**src/rtl/fmmp_pkg.sv**
```systemverilog
// Shared types and constants for the Fibonacci modular matrix power core.
// Used by the controller, the datapath and the top level; depends on nothing.
`default_nettype none

package fmmp_pkg;

    // Index width that is honored; bits of the input above it are ignored.
    localparam int INDEX_WIDTH = 32;

    // Stream data widths: fields padded to whole bytes.
    localparam int S_DATA_W = 32;
    localparam int M_DATA_W = 32;

    // Bits of the exponent register, limited by the input field width.
    localparam int EXP_W = (INDEX_WIDTH < S_DATA_W) ? INDEX_WIDTH : S_DATA_W;

    // Residue width and the prime modulus 1000000007.
    localparam int VAL_W = 30;
    localparam logic [VAL_W-1:0] MODULUS = 30'd1000000007;

    // Barrett reduction: mu = floor(2^(2*VAL_W) / MODULUS).
    localparam int Q_W = VAL_W + 1;
    localparam logic [Q_W-1:0] BARRETT_MU = 31'd1152921496;

    // Width of a raw product and of the partially reduced remainder (< 3p).
    localparam int PROD_W = 2 * VAL_W;
    localparam int RED_W = VAL_W + 2;

    // Product tag: bit 3 picks square (1) or result (0) target, bits 2:1 the
    // entry, bit 0 the term of the two-term dot product.
    localparam int TAG_W = 4;
    localparam int PIPE_STAGES = 7;

    typedef logic [3:0][VAL_W-1:0] t_mat;

    // Commands from the controller to the datapath.
    typedef struct packed {
        logic             load;
        logic             issue;
        logic [TAG_W-1:0] tag;
        logic             commit;
        logic             out_load;
    } t_cmd;

    // Status from the datapath to the controller.
    typedef struct packed {
        logic in_trivial;
        logic exp_last;
        logic pipe_busy;
        logic out_free;
    } t_sts;

endpackage

`default_nettype wire

```
**src/rtl/fmmp_dp.sv**
```systemverilog
// Datapath: matrix registers, exponent, the Barrett modular multiply pipeline
// and the output register. Depends on fmmp_pkg; driven by fmmp_ctrl commands.
`default_nettype none

module fmmp_dp (
    input  logic                            i_clk,
    input  logic                            i_rst_n,
    input  logic [fmmp_pkg::S_DATA_W-1:0]   i_s_tdata,
    input  fmmp_pkg::t_cmd                  i_cmd,
    output fmmp_pkg::t_sts                  o_sts,
    output logic                            o_m_tvalid,
    input  logic                            i_m_tready,
    output logic [fmmp_pkg::M_DATA_W-1:0]   o_m_tdata
);
    import fmmp_pkg::*;

    localparam int Q2_W = 2 * Q_W;
    localparam int QP_W = Q_W + VAL_W;

    // Matrices and exponent.
    t_mat             r_res;
    t_mat             r_sq;
    t_mat             r_tres;
    t_mat             r_tsq;
    logic [EXP_W-1:0] r_exp;
    logic [VAL_W-1:0] r_hold;

    // Pipeline valid and tag shift line, index n belongs to stage n.
    logic [PIPE_STAGES:1]            r_v;
    logic [PIPE_STAGES:1][TAG_W-1:0] r_tag;

    // Stage payload.
    logic [VAL_W-1:0]  r_s1_a;
    logic [VAL_W-1:0]  r_s1_b;
    logic [PROD_W-1:0] r_s2_x;
    logic [Q_W-1:0]    r_s3_q;
    logic [RED_W-1:0]  r_s3_xlo;
    logic [RED_W-1:0]  r_s4_qp;
    logic [RED_W-1:0]  r_s4_xlo;
    logic [RED_W-1:0]  r_s5_r;
    logic [RED_W-1:0]  r_s6_r;
    logic [VAL_W-1:0]  r_s7_r;

    // Output register.
    logic             r_out_v;
    logic [VAL_W-1:0] r_out_data;

    logic [EXP_W-1:0]  w_n;
    logic [1:0]        w_entry;
    logic              w_term;
    t_mat              w_amat;
    logic [VAL_W-1:0]  w_a;
    logic [VAL_W-1:0]  w_b;
    logic [PROD_W-1:0] w_x;
    logic [Q2_W-1:0]   w_q2;
    logic [QP_W-1:0]   w_qp;
    logic [RED_W-1:0]  w_r7;
    logic [VAL_W:0]    w_sum;
    logic [VAL_W:0]    w_sum_red;

    assign w_n = i_s_tdata[EXP_W-1:0];

    // Operand selection for the product named by the issue tag.
    assign w_entry = i_cmd.tag[2:1];
    assign w_term  = i_cmd.tag[0];
    assign w_amat  = i_cmd.tag[3] ? r_sq : r_res;
    assign w_a     = w_amat[{w_entry[1], w_term}];
    assign w_b     = r_sq[{w_term, w_entry[0]}];

    // Multiplies, one per stage.
    assign w_x  = PROD_W'(r_s1_a) * PROD_W'(r_s1_b);
    assign w_q2 = Q2_W'(r_s2_x[PROD_W-1:VAL_W-1]) * Q2_W'(BARRETT_MU);
    assign w_qp = QP_W'(r_s3_q) * QP_W'(MODULUS);

    // Second correction step and the modular add of the two terms.
    assign w_r7      = (r_s6_r >= RED_W'(MODULUS)) ? r_s6_r - RED_W'(MODULUS) : r_s6_r;
    assign w_sum     = (VAL_W+1)'(r_hold) + (VAL_W+1)'(r_s7_r);
    assign w_sum_red = (w_sum >= (VAL_W+1)'(MODULUS)) ? w_sum - (VAL_W+1)'(MODULUS)
                                                        : w_sum;

    // Control registers of the pipeline and output.
    always_ff @(posedge i_clk) begin
        if (!i_rst_n) begin
            r_v     <= '0;
            r_out_v <= 1'b0;
        end else begin
            r_v <= {r_v[PIPE_STAGES-1:1], i_cmd.issue};
            if (i_cmd.out_load) begin
                r_out_v <= 1'b1;
            end else if (i_m_tready) begin
                r_out_v <= 1'b0;
            end
        end
    end

    // Exponent register.
    always_ff @(posedge i_clk) begin
        if (!i_rst_n) begin
            r_exp <= '0;
        end else if (i_cmd.load) begin
            r_exp <= w_n - EXP_W'(1);
        end else if (i_cmd.commit) begin
            r_exp <= r_exp >> 1;
        end
    end

    // Pipeline payload.
    always_ff @(posedge i_clk) begin
        r_tag    <= {r_tag[PIPE_STAGES-1:1], i_cmd.tag};
        r_s1_a   <= w_a;
        r_s1_b   <= w_b;
        r_s2_x   <= w_x;
        r_s3_q   <= w_q2[Q2_W-1:VAL_W+1];
        r_s3_xlo <= r_s2_x[RED_W-1:0];
        r_s4_qp  <= w_qp[RED_W-1:0];
        r_s4_xlo <= r_s3_xlo;
        r_s5_r   <= r_s4_xlo - r_s4_qp;
        r_s6_r   <= (r_s5_r >= RED_W'(MODULUS)) ? r_s5_r - RED_W'(MODULUS) : r_s5_r;
        r_s7_r   <= w_r7[VAL_W-1:0];
    end

    // Matrix state: load, accumulate finished entries, commit per exponent bit.
    always_ff @(posedge i_clk) begin
        if (i_cmd.load) begin
            r_res[0] <= (w_n == '0) ? '0 : VAL_W'(1);
            r_res[1] <= '0;
            r_res[2] <= '0;
            r_res[3] <= VAL_W'(1);
            r_sq[0]  <= VAL_W'(1);
            r_sq[1]  <= VAL_W'(1);
            r_sq[2]  <= VAL_W'(1);
            r_sq[3]  <= '0;
        end else if (i_cmd.commit) begin
            if (r_exp[0]) begin
                r_res <= r_tres;
            end
            r_sq <= r_tsq;
        end
        if (r_v[PIPE_STAGES]) begin
            if (!r_tag[PIPE_STAGES][0]) begin
                r_hold <= r_s7_r;
            end else if (r_tag[PIPE_STAGES][3]) begin
                r_tsq[r_tag[PIPE_STAGES][2:1]] <= w_sum_red[VAL_W-1:0];
            end else begin
                r_tres[r_tag[PIPE_STAGES][2:1]] <= w_sum_red[VAL_W-1:0];
            end
        end
    end

    // Output data register.
    always_ff @(posedge i_clk) begin
        if (i_cmd.out_load) begin
            r_out_data <= r_res[0];
        end
    end

    // Status and ports.
    assign o_sts.in_trivial = (w_n[EXP_W-1:1] == '0);
    assign o_sts.exp_last   = (r_exp[EXP_W-1:1] == '0);
    assign o_sts.pipe_busy  = |r_v;
    assign o_sts.out_free   = !r_out_v || i_m_tready;
    assign o_m_tvalid       = r_out_v;
    assign o_m_tdata        = M_DATA_W'(r_out_data);

    // A commit halves the exponent.
    a_commit_shift: assert property (@(posedge i_clk) disable iff (!i_rst_n)
        i_cmd.commit |=> r_exp == ($past(r_exp) >> 1))
        else $error("exponent not shifted on commit");

    // Results live in the output register until taken.
    a_out_hold: assert property (@(posedge i_clk) disable iff (!i_rst_n)
        (r_out_v && !i_m_tready && !i_cmd.out_load) |=> $stable(r_out_data))
        else $error("pending result changed");

endmodule

`default_nettype wire

```
**src/rtl/fmmp_ctrl.sv**
```systemverilog
// Controller: sequences load, the sixteen products of each exponent bit,
// pipeline drain, commit and result hand-off. Depends on fmmp_pkg.
`default_nettype none

module fmmp_ctrl (
    input  logic           i_clk,
    input  logic           i_rst_n,
    input  logic           i_s_tvalid,
    output logic           o_s_tready,
    input  fmmp_pkg::t_sts i_sts,
    output fmmp_pkg::t_cmd o_cmd
);
    import fmmp_pkg::*;

    localparam logic [2:0] ST_IDLE   = 3'd0;
    localparam logic [2:0] ST_ISSUE  = 3'd1;
    localparam logic [2:0] ST_DRAIN  = 3'd2;
    localparam logic [2:0] ST_COMMIT = 3'd3;
    localparam logic [2:0] ST_DONE   = 3'd4;

    localparam logic [TAG_W-1:0] LAST_TAG = '1;

    logic [2:0]       r_state;
    logic [2:0]       n_state;
    logic [TAG_W-1:0] r_cnt;
    logic [TAG_W-1:0] n_cnt;

    // Next state and commands.
    always_comb begin
        n_state        = r_state;
        n_cnt          = r_cnt;
        o_cmd.load     = 1'b0;
        o_cmd.issue    = 1'b0;
        o_cmd.tag      = r_cnt;
        o_cmd.commit   = 1'b0;
        o_cmd.out_load = 1'b0;
        unique case (r_state)
            ST_IDLE: begin
                if (i_s_tvalid) begin
                    o_cmd.load = 1'b1;
                    n_cnt      = '0;
                    n_state    = i_sts.in_trivial ? ST_DONE : ST_ISSUE;
                end
            end
            ST_ISSUE: begin
                o_cmd.issue = 1'b1;
                n_cnt       = r_cnt + TAG_W'(1);
                if (r_cnt == LAST_TAG) begin
                    n_state = ST_DRAIN;
                end
            end
            ST_DRAIN: begin
                if (!i_sts.pipe_busy) begin
                    n_state = ST_COMMIT;
                end
            end
            ST_COMMIT: begin
                o_cmd.commit = 1'b1;
                n_cnt        = '0;
                n_state      = i_sts.exp_last ? ST_DONE : ST_ISSUE;
            end
            ST_DONE: begin
                if (i_sts.out_free) begin
                    o_cmd.out_load = 1'b1;
                    n_state        = ST_IDLE;
                end
            end
            default: begin
                n_state = ST_IDLE;
            end
        endcase
    end

    // State registers.
    always_ff @(posedge i_clk) begin
        if (!i_rst_n) begin
            r_state <= ST_IDLE;
            r_cnt   <= '0;
        end else begin
            r_state <= n_state;
            r_cnt   <= n_cnt;
        end
    end

    assign o_s_tready = (r_state == ST_IDLE);

    // The output register is loaded only when it can take the item.
    a_out_free: assert property (@(posedge i_clk) disable iff (!i_rst_n)
        o_cmd.out_load |-> i_sts.out_free)
        else $error("result loaded over a pending one");

    // Commit only once every product of the bit has been accumulated.
    a_commit_drained: assert property (@(posedge i_clk) disable iff (!i_rst_n)
        o_cmd.commit |-> !i_sts.pipe_busy)
        else $error("commit while products in flight");

    // A nontrivial index starts issuing at the first product.
    a_load_issue: assert property (@(posedge i_clk) disable iff (!i_rst_n)
        (o_cmd.load && !i_sts.in_trivial) |=> (r_state == ST_ISSUE && r_cnt == '0))
        else $error("bad start after load");

endmodule

`default_nettype wire

```
**src/rtl/fibonacci_modular_matrix_power_core.sv**
```systemverilog
// Top level of the Fibonacci modular matrix power core.
// Instantiates fmmp_ctrl and fmmp_dp; depends on fmmp_pkg.
//
// The core returns F(n) mod 1000000007 for each index n taken on the slave
// stream, by raising [[1,1],[1,0]] to the power n-1 with square-and-multiply.
// One index is worked on at a time; o_s_tready is high only while the core is
// idle, and a finished result waits in an output register, so the next index
// can be taken while the previous result is still pending. For n = 0 or 1 the
// result is loaded straight into the output register, with no products issued.
// Otherwise, for each significant bit of n-1, sixteen modular products are
// issued one per cycle into a seven-stage Barrett multiply pipeline, which
// then drains before the bit is committed.
`default_nettype none

module fibonacci_modular_matrix_power_core (
    input  logic                          i_clk,
    input  logic                          i_rst_n,
    // Slave stream: tdata[31:0] = fib_index.
    input  logic                          i_s_tvalid,
    output logic                          o_s_tready,
    input  logic [fmmp_pkg::S_DATA_W-1:0] i_s_tdata,
    // Master stream: tdata[29:0] = fib_value, tdata[31:30] = zero.
    output logic                          o_m_tvalid,
    input  logic                          i_m_tready,
    output logic [fmmp_pkg::M_DATA_W-1:0] o_m_tdata
);
    import fmmp_pkg::*;

    t_cmd w_cmd;
    t_sts w_sts;

    // Sequencer.
    fmmp_ctrl u_ctrl (
        .i_clk      (i_clk),
        .i_rst_n    (i_rst_n),
        .i_s_tvalid (i_s_tvalid),
        .o_s_tready (o_s_tready),
        .i_sts      (w_sts),
        .o_cmd      (w_cmd)
    );

    // Matrix state, multiply pipeline and output register.
    fmmp_dp u_dp (
        .i_clk      (i_clk),
        .i_rst_n    (i_rst_n),
        .i_s_tdata  (i_s_tdata),
        .i_cmd      (w_cmd),
        .o_sts      (w_sts),
        .o_m_tvalid (o_m_tvalid),
        .i_m_tready (i_m_tready),
        .o_m_tdata  (o_m_tdata)
    );

endmodule

`default_nettype wire

```
**config.mk**
```make
export PLATFORM = sky130hd
export DESIGN_NAME = fibonacci_modular_matrix_power_core
export DESIGN_NICKNAME = d
export VERILOG_FILES = /design/src/rtl/fmmp_pkg.sv /design/src/rtl/fmmp_dp.sv /design/src/rtl/fmmp_ctrl.sv /design/src/rtl/fibonacci_modular_matrix_power_core.sv
export SDC_FILE = /design/constraint.sdc
export NUM_CORES = 2
export LEC_CHECK = 0
export BUFFER_PORTS_ARGS = -buffer_cell sky130_fd_sc_hd__buf_2
export CORE_ASPECT_RATIO = 0.7
export CORE_MARGIN = 2
export CORE_UTILIZATION = 45
export DETAILED_ROUTE_END_ITERATION = 8
export PLACE_DENSITY = 0.65
export SLEW_MARGIN = 15
export SYNTH_ARGS = -nofsm -noshare
export SYNTH_HDL_FRONTEND = slang
export SYNTH_HIERARCHICAL = 1
export SYNTH_SLANG_ARGS = --single-unit
```
**constraint.sdc**
```tcl
create_clock -name i_clk -period 8.1 [get_ports i_clk]
set_input_delay 0.81 -clock i_clk [delete_from_list [all_inputs] [get_ports i_clk]]
set_output_delay 0.81 -clock i_clk [all_outputs]
set_load 0.02 [all_outputs]
```
==> flow_summary.yaml <==
placed_design:
  gp_congestion: 0.908
  placed_cell_area_mm2: 0.0892
  dpl.hpwl_mm: 171
  io_buffer_count: 67
sta:
  post-route-min-period_ns: 8.05
  setup_tns_ns: 0
  skew_ns: 0.0503
  worst_pin_slew_ns: 1.30
  fin_crit_sh_pct: 99.4
  clock.fmax_mhz: 124
  relSlewSlack_pct: 13.2
  finalHoldViolations: 0
  finalMaxSlewViolations: 0
  rsz0062_at_grt: "true"
  setup_viol: 0
synthesis:
  synth_edf_count: 330
  yosys_warnings: 6
  synth-seq-area-share_pct: 26.7
  async_flop_share_pct: 0
  ys_types: 97
  synth.avg_cell_area_um2: 10.6
  netlist_area_mm2: 0.0841
  ys_ff_latch: 956
  synthFlopType: "dfxtp_1"
  synthCells: 7919
die:
  die-area_mm2: 0.190
  placementRows: 132
  die_h_um: 366
  start_util_pct: 45.4
  fp.dieW_um: 521
  io_pins: 70
  core_area_mm2: 0.185
worst_setup_path:
  crit_required_ns: 8.74
  crit_type: "reg -> reg"
  cp_slowest_cell: "fa_1"
  r2r_slack_ns: 0.05
  r2r-end: "u_dp/r_s2_x[51]$_DFF_P_"
  critPathLaunch: "u_dp/r_s1_a[9]$_DFF_P_"
  slowest_delay_ns: 0.58
  crit_fanout: 16
  reg2reg_depth: 30
  worstPathArrival_ns: 8.69
  start_kind: "register"
  worst_r2r_startpoint: "u_dp/r_s1_a[9]$_DFF_P_"
  endpoint: "u_dp/r_s2_x[51]$_DFF_P_"
  crit_top_cell: "fa_1"
  cp-end-kind: "register"
worst_hold_path:
  hold_class: "reg -> reg"
detailed_routing:
  via_per_inst: 5.22
  wl_per_cell_um: 20.0
  firstDrtPassIters: 6
  drc: 0
  ant_nets: 0
  drtIter0Drc: 3789
  routed_wl_mm: 213
  via_count: 55600
grt:
  grt_pass1_wl_mm: 338
  gr-total-overflow: 0
  grt_most_used_layer: "met1"
  grt_pass1_vias: 58500
  grt_use_met3_pct: 5.76
  grt_max_degree: 146
  use_met1_pct: 34.0
  track_usage_pct: 23.0
  antenna_found_initial: 8
  gr-usage-met2_pct: 33.6
clocking:
  postCtsHoldBufs: 0
  cts-root-buf: "clkbuf_16"
  clkTransAtPathRegs_ns: 0.07
  cts.sinks: 956
  cts-htree-levels: 3
  cts_tree: "done"
  cts_buffers: 94
  clk_path_buf_depth: 3
  clock_latency_ns: 0.73
finish:
  fillers: 16600
  multi_input_area_mm2: 0.0551
  ff_latch_area_mm2: 0.0225
  syn_to_final_growth_pct: 10.4
  fin_nets: 10200
  final_util_pct: 50.1
  fin_area_mm2: 0.0928
  layout-drive-gt1-share_pct: 9.31
flow_run:
  max_cap_violations: 0
run_status:
  status: "completed"
[worst max-delay path, delay by kind of cell, from the launching register on]
| family | cells | cell delay, ns |
|---|---|---|
| buf+inv | 9 | 1.00 |
| compound gates | 8 | 1.47 |
| simple gates | 3 | 0.64 |
| fa+ha+maj | 9 | 4.26 |
| xor+xnor | 1 | 0.21 |
| flops | 1 | 0.34 |
[cells in the final DEF (no fill, tap or decap), types with 67 or more instances in the layout]
cell       synthesis  final
a211oi_1          70     68
clkbuf_16          0    101
ha_1             828    825
buf_4              3    259
edfxtp_1         330    330
mux2i_1          122    122
nor2_1           270    261
and2_1           555    549
o21ai_0           93     86
buf_2              4     67
nand2_1          695    693
inv_1           1490   1490
nor2b_1           94     93
xor2_1            87     87
mux4_2            90     90
fa_1            1225   1220
xnor2_1          202    199
a21oi_1          250    247
dfxtp_1          626    611
[state kept, by name (all words and copies together), names as in the netlist, 7 cells and up]
name,count
u_dp/r_tres,120
u_dp/r_s2_x,60
u_dp/r_tsq,120
u_dp/r_hold,30
u_dp/r_s1_b,30
u_dp/r_s1_a,30
u_dp/r_tag,28
u_dp/r_exp,32
u_dp/r_s5_r,32
u_dp/r_s3_q,31
u_dp/r_sq,120
u_dp/r_s4_qp,32
u_dp/r_res,120
u_dp/r_out_data,30
u_dp/r_s6_r,32
u_dp/r_s7_r,30
u_dp/r_v,7
u_dp/r_s3_xlo,32
u_dp/r_s4_xlo,32
[synthesized netlist by cell type, drive strengths merged, types with 94 or more instances]
cell / count / area (um2)
inv: 1493 / 5600
fa: 1225 / 24500
ha: 828 / 10400
nand2: 695 / 2610
dfxtp: 626 / 12500
and2: 555 / 3470
edfxtp: 330 / 9910
clkbuf: 287 / 1080
nor2: 270 / 1010
a21oi: 250 / 1250
xnor2: 203 / 1790
mux2i: 122 / 1220
o21ai: 98 / 498
nor2b: 94 / 588
[layer usage]
layer | vias to the layer above | share of wire, %
met5 | - | 0
met1 | 28300 | 47
li1 | 25400 | -
met3 | 252 | 8.4
met2 | 1647 | 42
met4 | 0 | 2.7
[through the flow]
stage          hold WS [ns]  setup slack (ns)  std cells
2_1_floorplan         0.310             0.253       7920
3_3_place_gp          0.311            -0.301      10500
3_5_place_dp          0.312            -0.264      10500
4_1_cts               0.325           0.00563      10600
5_1_grt               0.332            -0.129      10700
6_report              0.321            0.0513      10700
[how the worst min path moves through the flow]
stage,from,end,slack (ns),cells after the start
after floorplan,u_dp/r_s2_x[0]$_DFF_P_,u_dp/r_s3_xlo[0]$_DFF_P_,0.31,0
after global placement,u_dp/r_tag[17]$_DFF_P_,u_dp/r_tag[21]$_DFF_P_,0.31,0
after detailed placement,u_dp/r_s3_xlo[27]$_DFF_P_,u_dp/r_s4_xlo[27]$_DFF_P_,0.31,0
after CTS,u_dp/r_s2_x[23]$_DFF_P_,u_dp/r_s3_xlo[23]$_DFF_P_,0.32,0
after global routing,u_dp/r_tag[15]$_DFF_P_,u_dp/r_tag[19]$_DFF_P_,0.33,0
final,u_dp/r_s2_x[23]$_DFF_P_,u_dp/r_s3_xlo[23]$_DFF_P_,0.32,0
[cell families (layout without fill, tap and decap cells)]
group	after synthesis	count (layout)	share of synthesized area [%]
flops	956	956	26.7
mux	244	244	4.29
buf+inv	1799	2049	8.09
xor+xnor	290	290	3.03
fa+ha+maj	2053	2053	41.5
other cells	1	12	0.00446
simple gates	1905	1905	11.3
compound gates	671	671	5.13
[cell type report]
type                    instances  share of cell area (%)
repair buffers                378                    3.55
clock buffers                 128                    2.91
flip-flops and latches        956                    24.2
clock inverters                50                   0.496
inverters                    1493                    6.04
well taps                    2479                    3.34
multi-input cells            5165                    59.4
diodes                         10                  0.0270
[repair_timing]
action	CTS	global route
pin swaps	5	30
setup endpoints to repair	8	23
setup buffers	2	8
resized for setup	13	56
cloned	0	1
Power is left out: the tool's default activity adds up to more than one toggle a clock period on the data nets, which glitch-free logic cannot reach.
